===== src/rtl/core/ptb_pkg.sv =====
package ptb_pkg;

   // Field and storage widths
   localparam int CMD_W    = 2;
   localparam int RATE_W   = 16;
   localparam int HND_W    = 32;
   localparam int ID_W     = 16;
   localparam int TICK_W   = 20;
   localparam int PERIOD_W = 26;
   localparam int REM_W    = 27;
   localparam int ROW_W    = HND_W + PERIOD_W + REM_W;

   localparam int NUM_TIMERS_DEF = 8;

   localparam logic [TICK_W-1:0]   TICK_RESET_US = TICK_W'(54925);
   localparam logic [PERIOD_W-1:0] US_PER_MS     = PERIOD_W'(1000);

   // Most negative remaining time; the countdown saturates here
   localparam logic [REM_W-1:0] REM_MIN = {1'b1, {(REM_W-1){1'b0}}};

   typedef enum logic [CMD_W-1:0] {
      CMD_TICK   = 2'd0,
      CMD_CREATE = 2'd1,
      CMD_KILL   = 2'd2
   } cmd_type;

   typedef enum logic {
      CSR_TICK_PERIOD    = 1'b0,
      CSR_TIMERS_ENABLED = 1'b1
   } csr_index_type;

   typedef enum logic {
      KIND_REPLY = 1'b0,
      KIND_FIRE  = 1'b1
   } kind_type;

   typedef enum logic [2:0] {
      ST_IDLE,
      ST_CREATE_SCAN,
      ST_KILL,
      ST_REPLY,
      ST_TICK_SCAN,
      ST_TICK_EXEC,
      ST_FLUSH
   } state_type;

   typedef struct packed {
      logic                fire;
      logic [REM_W-1:0]    rem_next;
      logic [PERIOD_W-1:0] period;
   } alu_out_type;

endpackage


===== src/rtl/core/ptb_ram.sv =====
module ptb_ram #(
   parameter int WIDTH = 8,
   parameter int DEPTH = 8,
   localparam int AW = (DEPTH > 1) ? $clog2(DEPTH) : 1
) (
   input  logic             clock,
   input  logic             wr_en,
   input  logic [AW-1:0]    wr_addr,
   input  logic [WIDTH-1:0] wr_data,
   input  logic             rd_en,
   input  logic [AW-1:0]    rd_addr,
   output logic [WIDTH-1:0] rd_data
);

   logic [WIDTH-1:0] mem [DEPTH];
   logic [WIDTH-1:0] rd_data_ff;

   always_ff @(posedge clock) begin
      if (wr_en) begin
         mem[wr_addr] <= wr_data;
      end
      if (rd_en) begin
         rd_data_ff <= mem[rd_addr];
      end
   end

   assign rd_data = rd_data_ff;

endmodule


===== src/rtl/core/ptb_alu.sv =====
// Shared slot arithmetic: tick countdown with saturation and reload,
// and the period clamp used by create.
module ptb_alu (
   input  logic [ptb_pkg::REM_W-1:0]    rem,
   input  logic [ptb_pkg::PERIOD_W-1:0] period,
   input  logic [ptb_pkg::TICK_W-1:0]   tick,
   input  logic [ptb_pkg::PERIOD_W-1:0] prod,
   output ptb_pkg::alu_out_type         result
);

   localparam int RW = ptb_pkg::REM_W;
   localparam int PW = ptb_pkg::PERIOD_W;
   localparam int TW = ptb_pkg::TICK_W;

   logic signed [RW:0]   diff;
   logic signed [RW:0]   tick_ext;
   logic signed [RW:0]   min_ext;
   logic [RW-1:0]        sat;
   logic                 fire;

   always_comb begin
      tick_ext = $signed({{(RW+1-TW){1'b0}}, tick});
      min_ext  = $signed({ptb_pkg::REM_MIN[RW-1], ptb_pkg::REM_MIN});
      diff     = $signed({rem[RW-1], rem}) - tick_ext;
      sat      = (diff < min_ext) ? ptb_pkg::REM_MIN : diff[RW-1:0];
      fire     = sat[RW-1] || (sat == '0);

      result.fire     = fire;
      result.rem_next = fire ? (sat + {1'b0, period}) : sat;
      // create: never shorter than one tick
      result.period   = (prod < PW'(tick)) ? PW'(tick) : prod;
   end

endmodule


===== src/rtl/core/periodic_timer_bank_top.sv =====
// Bank of NUM_TIMERS periodic timers counted in microseconds. A request
// carries cmd: tick (0) advances every active timer by the tick period
// and returns one fire response (kind 1, id, handler) per expiring slot in
// slot order, last set on the final one, or nothing if none fires or the
// timers are disabled; create (1) claims the lowest free slot with period
// max(rate_ms*1000, tick period) and replies with id slot+1 (0 when full);
// kill (2) frees an active slot and replies 0, otherwise echoes the id;
// cmd 3 is dropped. One request is processed at a time and req_stall is
// high while it runs. A create scans past occupied slots to the first free
// one, a kill checks the id and replies, and a tick walks every slot,
// skipping free ones, with one slot-table read and then one update
// through the shared arithmetic unit per active slot, then sends any held
// final fire; a stalled response port adds its wait. Slot contents live
// in a single-port-per-direction RAM with registered read, hence separate
// read and update steps. Config writes (csr_index 0 tick period, 1 enable)
// are always taken and belong only to idle periods.
module periodic_timer_bank_top #(
   parameter int NUM_TIMERS = ptb_pkg::NUM_TIMERS_DEF
) (
   input  logic                          clock,
   input  logic                          reset,

   input  logic                          req_valid,
   output logic                          req_stall,
   input  logic [ptb_pkg::CMD_W-1:0]     req_cmd,
   input  logic [ptb_pkg::RATE_W-1:0]    req_rate_ms,
   input  logic [ptb_pkg::HND_W-1:0]     req_handler,
   input  logic [ptb_pkg::ID_W-1:0]      req_timer_id,

   output logic                          rsp_valid,
   input  logic                          rsp_stall,
   output logic                          rsp_kind,
   output logic [ptb_pkg::ID_W-1:0]      rsp_value,
   output logic [ptb_pkg::HND_W-1:0]     rsp_fired_handler,
   output logic                          rsp_last,

   input  logic                          csr_valid,
   output logic                          csr_ready,
   input  logic                          csr_index,
   input  logic [ptb_pkg::TICK_W-1:0]    csr_wdata
);

   localparam int AW  = (NUM_TIMERS > 1) ? $clog2(NUM_TIMERS) : 1;
   localparam int CW  = $clog2(NUM_TIMERS + 1);
   localparam int IDW = ptb_pkg::ID_W;
   localparam int HW  = ptb_pkg::HND_W;
   localparam int PW  = ptb_pkg::PERIOD_W;
   localparam int RW  = ptb_pkg::REM_W;

   // Sequencer state
   ptb_pkg::state_type state_ff, state_in;
   logic [CW-1:0]         idx_ff, idx_in;
   logic [NUM_TIMERS-1:0] active_ff, active_in;

   // Latched request
   logic [PW-1:0]             prod_ff, prod_in;
   logic [HW-1:0]             hnd_ff, hnd_in;
   logic [IDW-1:0]            id_ff, id_in;
   logic [IDW-1:0]            reply_ff, reply_in;

   // Fire held back until we know whether it is the last one
   logic                      pend_vld_ff, pend_vld_in;
   logic [IDW-1:0]            pend_id_ff, pend_id_in;
   logic [HW-1:0]             pend_hnd_ff, pend_hnd_in;

   // Response register
   logic                      rsp_valid_ff, rsp_valid_in;
   logic                      rsp_kind_ff, rsp_kind_in;
   logic [IDW-1:0]            rsp_value_ff, rsp_value_in;
   logic [HW-1:0]             rsp_hnd_ff, rsp_hnd_in;
   logic                      rsp_last_ff, rsp_last_in;

   // CSRs
   logic [ptb_pkg::TICK_W-1:0] tick_ff;
   logic                       enable_ff;

   // Slot table access
   logic                     ram_we, ram_re;
   logic [ptb_pkg::ROW_W-1:0] ram_wdata, ram_rdata;
   logic [HW-1:0]            rd_hnd;
   logic [PW-1:0]            rd_per;
   logic [RW-1:0]            rd_rem;
   ptb_pkg::alu_out_type     alu;

   logic                     req_accept;
   logic                     out_free;
   logic                     idx_end;
   logic [AW-1:0]            slot;
   logic                     cur_active;
   logic [IDW-1:0]           id_m1;
   logic [AW-1:0]            kill_slot;
   logic                     kill_ok;
   logic                     exec_go;

   assign req_stall  = (state_ff != ptb_pkg::ST_IDLE);
   assign req_accept = req_valid && !req_stall;
   assign out_free   = !rsp_valid_ff || !rsp_stall;
   assign idx_end    = (idx_ff == CW'(NUM_TIMERS));
   assign slot       = idx_ff[AW-1:0];
   assign cur_active = !idx_end && active_ff[slot];
   assign id_m1      = id_ff - IDW'(1);
   assign kill_slot  = id_m1[AW-1:0];
   assign kill_ok    = (id_ff != '0) && (id_ff <= IDW'(NUM_TIMERS)) && active_ff[kill_slot];

   assign rd_hnd = ram_rdata[ptb_pkg::ROW_W-1 -: HW];
   assign rd_per = ram_rdata[RW +: PW];
   assign rd_rem = ram_rdata[RW-1:0];

   // A second fire cannot proceed while the response register is full
   assign exec_go = (state_ff == ptb_pkg::ST_TICK_EXEC) &&
                    !(alu.fire && pend_vld_ff && !out_free);

   ptb_ram #(
      .WIDTH (ptb_pkg::ROW_W),
      .DEPTH (NUM_TIMERS)
   ) u_slot_ram (
      .clock   (clock),
      .wr_en   (ram_we),
      .wr_addr (slot),
      .wr_data (ram_wdata),
      .rd_en   (ram_re),
      .rd_addr (slot),
      .rd_data (ram_rdata)
   );

   ptb_alu u_alu (
      .rem    (rd_rem),
      .period (rd_per),
      .tick   (tick_ff),
      .prod   (prod_ff),
      .result (alu)
   );

   // Next state
   always_comb begin
      state_in = state_ff;
      unique case (state_ff)
         ptb_pkg::ST_IDLE: begin
            if (req_accept) begin
               unique case (req_cmd)
                  ptb_pkg::CMD_TICK:
                     state_in = enable_ff ? ptb_pkg::ST_TICK_SCAN : ptb_pkg::ST_IDLE;
                  ptb_pkg::CMD_CREATE: state_in = ptb_pkg::ST_CREATE_SCAN;
                  ptb_pkg::CMD_KILL:   state_in = ptb_pkg::ST_KILL;
                  default:             state_in = ptb_pkg::ST_IDLE;
               endcase
            end
         end
         ptb_pkg::ST_CREATE_SCAN: begin
            if (!cur_active) begin
               state_in = ptb_pkg::ST_REPLY;
            end
         end
         ptb_pkg::ST_KILL: state_in = ptb_pkg::ST_REPLY;
         ptb_pkg::ST_REPLY: begin
            if (out_free) begin
               state_in = ptb_pkg::ST_IDLE;
            end
         end
         ptb_pkg::ST_TICK_SCAN: begin
            if (idx_end) begin
               state_in = pend_vld_ff ? ptb_pkg::ST_FLUSH : ptb_pkg::ST_IDLE;
            end else if (cur_active) begin
               state_in = ptb_pkg::ST_TICK_EXEC;
            end
         end
         ptb_pkg::ST_TICK_EXEC: begin
            if (exec_go) begin
               state_in = ptb_pkg::ST_TICK_SCAN;
            end
         end
         ptb_pkg::ST_FLUSH: begin
            if (out_free) begin
               state_in = ptb_pkg::ST_IDLE;
            end
         end
         default: state_in = ptb_pkg::ST_IDLE;
      endcase
   end

   // Datapath control
   always_comb begin
      idx_in       = idx_ff;
      active_in    = active_ff;
      prod_in      = prod_ff;
      hnd_in       = hnd_ff;
      id_in        = id_ff;
      reply_in     = reply_ff;
      pend_vld_in  = pend_vld_ff;
      pend_id_in   = pend_id_ff;
      pend_hnd_in  = pend_hnd_ff;
      rsp_valid_in = rsp_valid_ff && rsp_stall;
      rsp_kind_in  = rsp_kind_ff;
      rsp_value_in = rsp_value_ff;
      rsp_hnd_in   = rsp_hnd_ff;
      rsp_last_in  = rsp_last_ff;
      ram_we       = 1'b0;
      ram_re       = 1'b0;
      ram_wdata    = {hnd_ff, alu.period, {1'b0, alu.period}};

      unique case (state_ff)
         ptb_pkg::ST_IDLE: begin
            if (req_accept) begin
               prod_in     = PW'(req_rate_ms) * ptb_pkg::US_PER_MS;
               hnd_in      = req_handler;
               id_in       = req_timer_id;
               idx_in      = '0;
               pend_vld_in = 1'b0;
            end
         end
         ptb_pkg::ST_CREATE_SCAN: begin
            if (idx_end) begin
               reply_in = '0;
            end else if (!active_ff[slot]) begin
               // zero handler: row written, slot stays free
               ram_we          = 1'b1;
               active_in[slot] = (hnd_ff != '0);
               reply_in        = IDW'(idx_ff) + IDW'(1);
            end else begin
               idx_in = idx_ff + CW'(1);
            end
         end
         ptb_pkg::ST_KILL: begin
            if (kill_ok) begin
               active_in[kill_slot] = 1'b0;
               reply_in             = '0;
            end else begin
               reply_in = id_ff;
            end
         end
         ptb_pkg::ST_REPLY: begin
            if (out_free) begin
               rsp_valid_in = 1'b1;
               rsp_kind_in  = ptb_pkg::KIND_REPLY;
               rsp_value_in = reply_ff;
               rsp_hnd_in   = '0;
               rsp_last_in  = 1'b1;
            end
         end
         ptb_pkg::ST_TICK_SCAN: begin
            if (!idx_end) begin
               if (active_ff[slot]) begin
                  ram_re = 1'b1;
               end else begin
                  idx_in = idx_ff + CW'(1);
               end
            end
         end
         ptb_pkg::ST_TICK_EXEC: begin
            ram_wdata = {rd_hnd, rd_per, alu.rem_next};
            if (exec_go) begin
               ram_we = 1'b1;
               idx_in = idx_ff + CW'(1);
               if (alu.fire) begin
                  if (pend_vld_ff) begin
                     rsp_valid_in = 1'b1;
                     rsp_kind_in  = ptb_pkg::KIND_FIRE;
                     rsp_value_in = pend_id_ff;
                     rsp_hnd_in   = pend_hnd_ff;
                     rsp_last_in  = 1'b0;
                  end
                  pend_vld_in = 1'b1;
                  pend_id_in  = IDW'(idx_ff) + IDW'(1);
                  pend_hnd_in = rd_hnd;
               end
            end
         end
         ptb_pkg::ST_FLUSH: begin
            if (out_free) begin
               rsp_valid_in = 1'b1;
               rsp_kind_in  = ptb_pkg::KIND_FIRE;
               rsp_value_in = pend_id_ff;
               rsp_hnd_in   = pend_hnd_ff;
               rsp_last_in  = 1'b1;
               pend_vld_in  = 1'b0;
            end
         end
         default: ;
      endcase
   end

   // Control registers
   always_ff @(posedge clock) begin
      if (reset) begin
         state_ff     <= ptb_pkg::ST_IDLE;
         active_ff    <= '0;
         pend_vld_ff  <= 1'b0;
         rsp_valid_ff <= 1'b0;
         idx_ff       <= '0;
      end else begin
         state_ff     <= state_in;
         active_ff    <= active_in;
         pend_vld_ff  <= pend_vld_in;
         rsp_valid_ff <= rsp_valid_in;
         idx_ff       <= idx_in;
      end
   end

   // Payload registers
   always_ff @(posedge clock) begin
      prod_ff      <= prod_in;
      hnd_ff       <= hnd_in;
      id_ff        <= id_in;
      reply_ff     <= reply_in;
      pend_id_ff   <= pend_id_in;
      pend_hnd_ff  <= pend_hnd_in;
      rsp_kind_ff  <= rsp_kind_in;
      rsp_value_ff <= rsp_value_in;
      rsp_hnd_ff   <= rsp_hnd_in;
      rsp_last_ff  <= rsp_last_in;
   end

   // CSR writes, always accepted
   assign csr_ready = 1'b1;

   always_ff @(posedge clock) begin
      if (reset) begin
         tick_ff   <= ptb_pkg::TICK_RESET_US;
         enable_ff <= 1'b1;
      end else if (csr_valid && csr_ready) begin
         unique case (csr_index)
            ptb_pkg::CSR_TICK_PERIOD:    tick_ff   <= csr_wdata;
            ptb_pkg::CSR_TIMERS_ENABLED: enable_ff <= csr_wdata[0];
            default: ;
         endcase
      end
   end

   assign rsp_valid         = rsp_valid_ff;
   assign rsp_kind          = rsp_kind_ff;
   assign rsp_value         = rsp_value_ff;
   assign rsp_fired_handler = rsp_hnd_ff;
   assign rsp_last          = rsp_last_ff;

endmodule


===== config.mk =====
export PLATFORM = sky130hd
export DESIGN_NAME = periodic_timer_bank_top
export DESIGN_NICKNAME = d
export VERILOG_FILES = /design/src/rtl/core/ptb_pkg.sv /design/src/rtl/core/ptb_ram.sv /design/src/rtl/core/ptb_alu.sv /design/src/rtl/core/periodic_timer_bank_top.sv
export SDC_FILE = /design/constraint.sdc
export NUM_CORES = 1
export LEC_CHECK = 0
export BUFFER_PORTS_ARGS = -buffer_cell sky130_fd_sc_hd__buf_2
export CAP_MARGIN = 20
export CORE_ASPECT_RATIO = 1.1
export CORE_UTILIZATION = 40
export DETAILED_ROUTE_END_ITERATION = 7
export HOLD_SLACK_MARGIN = 0.15
export PLACE_DENSITY = 0.61
export SLEW_MARGIN = 15
export SYNTH_ARGS = -nofsm -noshare
export SYNTH_HDL_FRONTEND = slang
export SYNTH_HIERARCHICAL = 1
export SYNTH_SLANG_ARGS = --single-unit
export TNS_END_PERCENT = 100

===== constraint.sdc =====
create_clock -name clock -period 9.48 [get_ports clock]
set_input_delay 0.474 -clock clock [delete_from_list [all_inputs] [get_ports clock]]
set_output_delay 0.474 -clock clock [all_outputs]
set_load 0.005 [all_outputs]

==> metrics.txt <==
# TYPE chip_impl_metric gauge
chip_impl_metric{name="grt_ovf",unit=""} 0
chip_impl_metric{name="final_cell_area",unit="sq um"} 50300
chip_impl_metric{name="fmax",unit="GHz"} 0.153
chip_impl_metric{name="remaining_drc_errors",unit=""} 0
chip_impl_metric{name="drt_pass1_iterations",unit=""} 5
chip_impl_metric{name="yosys.cell_types.count",unit=""} 103
chip_impl_metric{name="finish.net_count",unit=""} 3212
chip_impl_metric{name="dr_iter_0_viols",unit=""} 1808
chip_impl_metric{name="postSynth.asyncResetShare",unit="%"} 0
chip_impl_info{name="criticalPathCategory",value="reg -> reg"} 1
chip_impl_metric{name="synth_cells",unit=""} 2697
chip_impl_info{name="min-delay-start",value="csr_wdata[5]"} 1
chip_impl_metric{name="area_growth",unit="%"} 14.7
chip_impl_metric{name="slew_violations",unit=""} 0
chip_impl_metric{name="ctsResizeCount",unit=""} 0
chip_impl_info{name="min_delay_worst_endpoint",value="tick_ff[5]"} 1
chip_impl_metric{name="grt_pass1_vias",unit=""} 25100
chip_impl_metric{name="clock_sink_count",unit=""} 977
chip_impl_metric{name="holdPathStages",unit=""} 3
chip_impl_metric{name="synth_top_area_share",unit="%"} 64.4
chip_impl_metric{name="cellLeakagePower",unit="nW"} 17.4
chip_impl_metric{name="timing.slew.headroom",unit="%"} 28.4
chip_impl_metric{name="die_area",unit="sq um"} 111000
chip_impl_metric{name="post_detail_place_hpwl",unit="um"} 62500
chip_impl_info{name="timing.critical_path.to_type",value="register"} 1
chip_impl_metric{name="netlist_area",unit="sq um"} 43800
chip_impl_metric{name="power.share.combinational",unit="%"} 26.3
chip_impl_metric{name="ctsHtreeMaxLevel",unit=""} 3
chip_impl_metric{name="power_frac_seq",unit="%"} 44.9
chip_impl_metric{name="met2_grt_util",unit="%"} 31.4
chip_impl_info{name="run_status",value="finished clean"} 1
chip_impl_metric{name="count_of_max_cap_constraint_violations",unit=""} 0
chip_impl_metric{name="critical_path_peak_fanout",unit=""} 19
chip_impl_info{name="synth-main-ff-cell",value="sky130_fd_sc_hd__edfxtp_1"} 1
chip_impl_metric{name="worst_ep_required_time",unit="ps"} 9960
chip_impl_metric{name="max_slew.worst_pin.slew",unit="ps"} 1070
chip_impl_metric{name="vdd.ir_drop.worst",unit="mV"} 0.226
chip_impl_metric{name="core_region_area",unit="sq um"} 108000
chip_impl_metric{name="global_routing_usage_summed_across_all_routing_layers",unit="%"} 18.1
chip_impl_metric{name="p_total",unit="mW"} 13.6
chip_impl_metric{name="finClkSkew",unit="ps"} 43.2
chip_impl_metric{name="cp_data_arrival_time",unit="ps"} 7000
chip_impl_metric{name="grt_start_max_net_pins",unit=""} 71
chip_impl_metric{name="hold_viol",unit=""} 0
chip_impl_metric{name="dieHeight",unit="um"} 349
chip_impl_metric{name="seq_cells_post_synth",unit=""} 977
chip_impl_info{name="synth_area_leaders",value="sky130_fd_sc_hd__edfxtp_1, sky130_fd_sc_hd__mux4_2, sky130_fd_sc_hd__ha_1"} 1
chip_impl_metric{name="cellPowerDensity",unit="nW/um^2"} 272
chip_impl_metric{name="finalSetupTns",unit="ps"} 0
chip_impl_metric{name="globalplace.congestion",unit=""} 0.885
chip_impl_metric{name="routedWlPerCell",unit="um"} 22.5
chip_impl_metric{name="reg2reg_setup_slack",unit="ps"} 2960
chip_impl_info{name="yosysTopAreaCell",value="sky130_fd_sc_hd__edfxtp_1"} 1
chip_impl_metric{name="synth_enable_flop_cells",unit=""} 939
chip_impl_metric{name="register_to_register_path_depth",unit=""} 27
chip_impl_info{name="launching_point_of_the_worst_reg2reg_path",value="u_slot_ram/rd_data[0]"} 1
chip_impl_metric{name="power_frac_clock",unit="%"} 28.8
chip_impl_metric{name="post-route-period-util",unit="%"} 68.8
chip_impl_metric{name="ys.warnings.count",unit=""} 6
chip_impl_info{name="critPathLaunchType",value="register"} 1
chip_impl_metric{name="chip_width",unit="um"} 318
chip_impl_metric{name="detailedPlace.worstSlack",unit="ps"} 3100
chip_impl_metric{name="pin_count",unit=""} 145
chip_impl_info{name="crit_path_top_delay_cell",value="sky130_fd_sc_hd__a21o_1"} 1
chip_impl_metric{name="diode_insertion_count_for_antenna_repair",unit=""} 0
chip_impl_metric{name="final_critical_path_setup_slack",unit="ps"} 2960
chip_impl_metric{name="timing.final.crit_period",unit="ps"} 6520
chip_impl_metric{name="detail_route.wirelength",unit="um"} 99900
chip_impl_metric{name="clock_tree.buffer_depth",unit=""} 3
chip_impl_metric{name="p_sw_share",unit="%"} 29.4
chip_impl_metric{name="antenna_violations_before_repair",unit=""} 0
chip_impl_info{name="cts_tree",value="done"} 1
chip_impl_metric{name="initial_utilization",unit="%"} 40.6
chip_impl_metric{name="grt_use_met1",unit="%"} 24.0
chip_impl_metric{name="synth-seq-area-share",unit="%"} 66.1
chip_impl_metric{name="cts_buffers",unit=""} 100
chip_impl_metric{name="drtAntennaViolNets",unit=""} 0
chip_impl_metric{name="via_count",unit=""} 23900
chip_impl_metric{name="post_route_cells_drive_above_1_share",unit="%"} 22.5
chip_impl_metric{name="rows",unit=""} 126
chip_impl_metric{name="clock_insertion_delay_worst_skew",unit="ps"} 700
chip_impl_metric{name="internal-power",unit="mW"} 9.63
chip_impl_info{name="critPathMostFrequentCell",value="sky130_fd_sc_hd__a21oi_1"} 1
chip_impl_info{name="synthTopCellsByCount",value="sky130_fd_sc_hd__edfxtp_1, sky130_fd_sc_hd__nand2_1, sky130_fd_sc_hd__mux4_2"} 1
chip_impl_info{name="grt-busiest-layer",value="met2"} 1
chip_impl_metric{name="postPlaceCellArea",unit="sq um"} 46100
chip_impl_metric{name="setup_viol",unit=""} 0
chip_impl_info{name="worstHoldPathType",value="in -> reg"} 1
chip_impl_metric{name="placement.io_buffers",unit=""} 143
chip_impl_metric{name="switching_power",unit="mW"} 4.01
chip_impl_metric{name="slowest_delay",unit="ps"} 440
chip_impl_metric{name="viasPerCell",unit=""} 5.39
chip_impl_metric{name="synth_area_per_cell",unit="sq um"} 16.2
chip_impl_info{name="clockRootBuffer",value="sky130_fd_sc_hd__clkbuf_16"} 1
chip_impl_metric{name="globalRouteMet3Util",unit="%"} 2.31
chip_impl_info{name="worst_r2r_endpoint",value="u_slot_ram/mem[1][26]"} 1
chip_impl_metric{name="cts.clk_slew.worst_paths",unit="ps"} 60
chip_impl_info{name="grt_setup_unrepaired",value="no"} 1
chip_impl_info{name="post-synth-top-count-cell",value="sky130_fd_sc_hd__edfxtp_1"} 1
chip_impl_metric{name="grt_first_pass_wirelength",unit="um"} 153000
## power groups by stage
stage / Clock [mW] / Sequential (mW) / Combinational (mW)
floorplan: 0 / 6.08 / 2.70
global placement: 0 / 6.19 / 3.48
detailed placement: 0 / 6.22 / 3.58
CTS: 4.03 / 6.13 / 3.62
global route: 4.18 / 6.17 / 3.97
finish: 3.94 / 6.12 / 3.59
## critical path: cells and delay by family (launching register included)
| family | cells | cell delay [ps] |
|---|---|---|
| flops | 1 | 360 |
| mux | 1 | 260 |
| fa+ha+maj | 4 | 1170 |
| buf+inv | 3 | 190 |
| simple gates | 6 | 1230 |
| compound gates | 13 | 3110 |
## cell usage in the layout (no fill, tap or decap), types with 66 or more instances in the layout
cell	netlist	routed
sky130_fd_sc_hd__nand2_1	333	332
sky130_fd_sc_hd__a21oi_1	78	77
sky130_fd_sc_hd__mux2_2	112	112
sky130_fd_sc_hd__nor2_1	73	66
sky130_fd_sc_hd__clkbuf_16	0	101
sky130_fd_sc_hd__dlygate4sd3_1	0	72
sky130_fd_sc_hd__buf_2	23	143
sky130_fd_sc_hd__ha_1	124	124
sky130_fd_sc_hd__edfxtp_1	939	939
sky130_fd_sc_hd__mux4_2	170	170
sky130_fd_sc_hd__inv_1	120	120
## per-stage QoR
stage                     hold WS [ps]  utilization (%)  std cells
final                              203             46.5       4434
after global routing               199             46.5       4434
after CTS                          165             46.5       4431
after detailed placement           434             42.7       4173
after global placement             429             42.7       4173
after floorplan                    426                -       2702
## repair_timing
action	in CTS	in global routing
hold endpoints to repair	72	0
hold buffers	72	0
buffers inserted	0	0
## area by class of cell
| type | count | area, sq um |
|---|---|---|
| fill | 9153 | 57700 |
| sequential | 977 | 29000 |
| multi-input combinational | 1491 | 13900 |
| clock buffer | 117 | 2610 |
| timing repair buffer | 250 | 1810 |
| tap | 1408 | 1760 |
| clock inverter | 69 | 739 |
| inverter | 122 | 458 |
## worst max-delay path by stage
stage / from / endpoint / slack (ps) / cells past startpoint
floorplan: state_ff[2] / idx_ff[1] / 1000 / 6
global placement: u_slot_ram/rd_data[0] / u_slot_ram/mem[0][26] / 3270 / 27
detailed placement: u_slot_ram/rd_data[0] / u_slot_ram/mem[2][26] / 3100 / 27
CTS: u_slot_ram/rd_data[0] / u_slot_ram/mem[5][26] / 3040 / 27
global route: tick_ff[0] / u_slot_ram/mem[1][26] / 2610 / 26
finish: u_slot_ram/rd_data[0] / u_slot_ram/mem[1][26] / 2960 / 27
## per-layer routing
| layer | wire length [um] | vias to the layer above |
|---|---|---|
| met5 | 0 | - |
| met4 | 2100 | 0 |
| met3 | 3620 | 125 |
| met2 | 50300 | 567 |
| met1 | 43800 | 12400 |
| li1 | - | 10800 |
## state kept, by name (all words and copies together), names as in the netlist, 16 cells and up
signal and cells:
rsp_fired_handler 32, reply_ff 16, tick_ff 20, prod_ff 23, u_slot_ram/rd_data 85, rsp_value 16, u_slot_ram/mem 680, id_ff 16
hnd_ff 32, pend_hnd_ff 32
## kinds of logic (layout without fill, tap and decap cells)
logic type / count (synthesis) / in the layout / synth area share, %
muxes: 315 / 315 / 12.6
and+or+nand+nor: 634 / 634 / 6.76
AOI/OAI and AO/OA: 289 / 289 / 4.71
xor gates and xnor gates: 68 / 68 / 1.38
adders and majority gates: 178 / 178 / 6.01
buffers and inverters: 234 / 558 / 2.45
other: 2 / 7 / 0.0171
DFF: 977 / 977 / 66.1
Power figures use the tool's default switching activity.
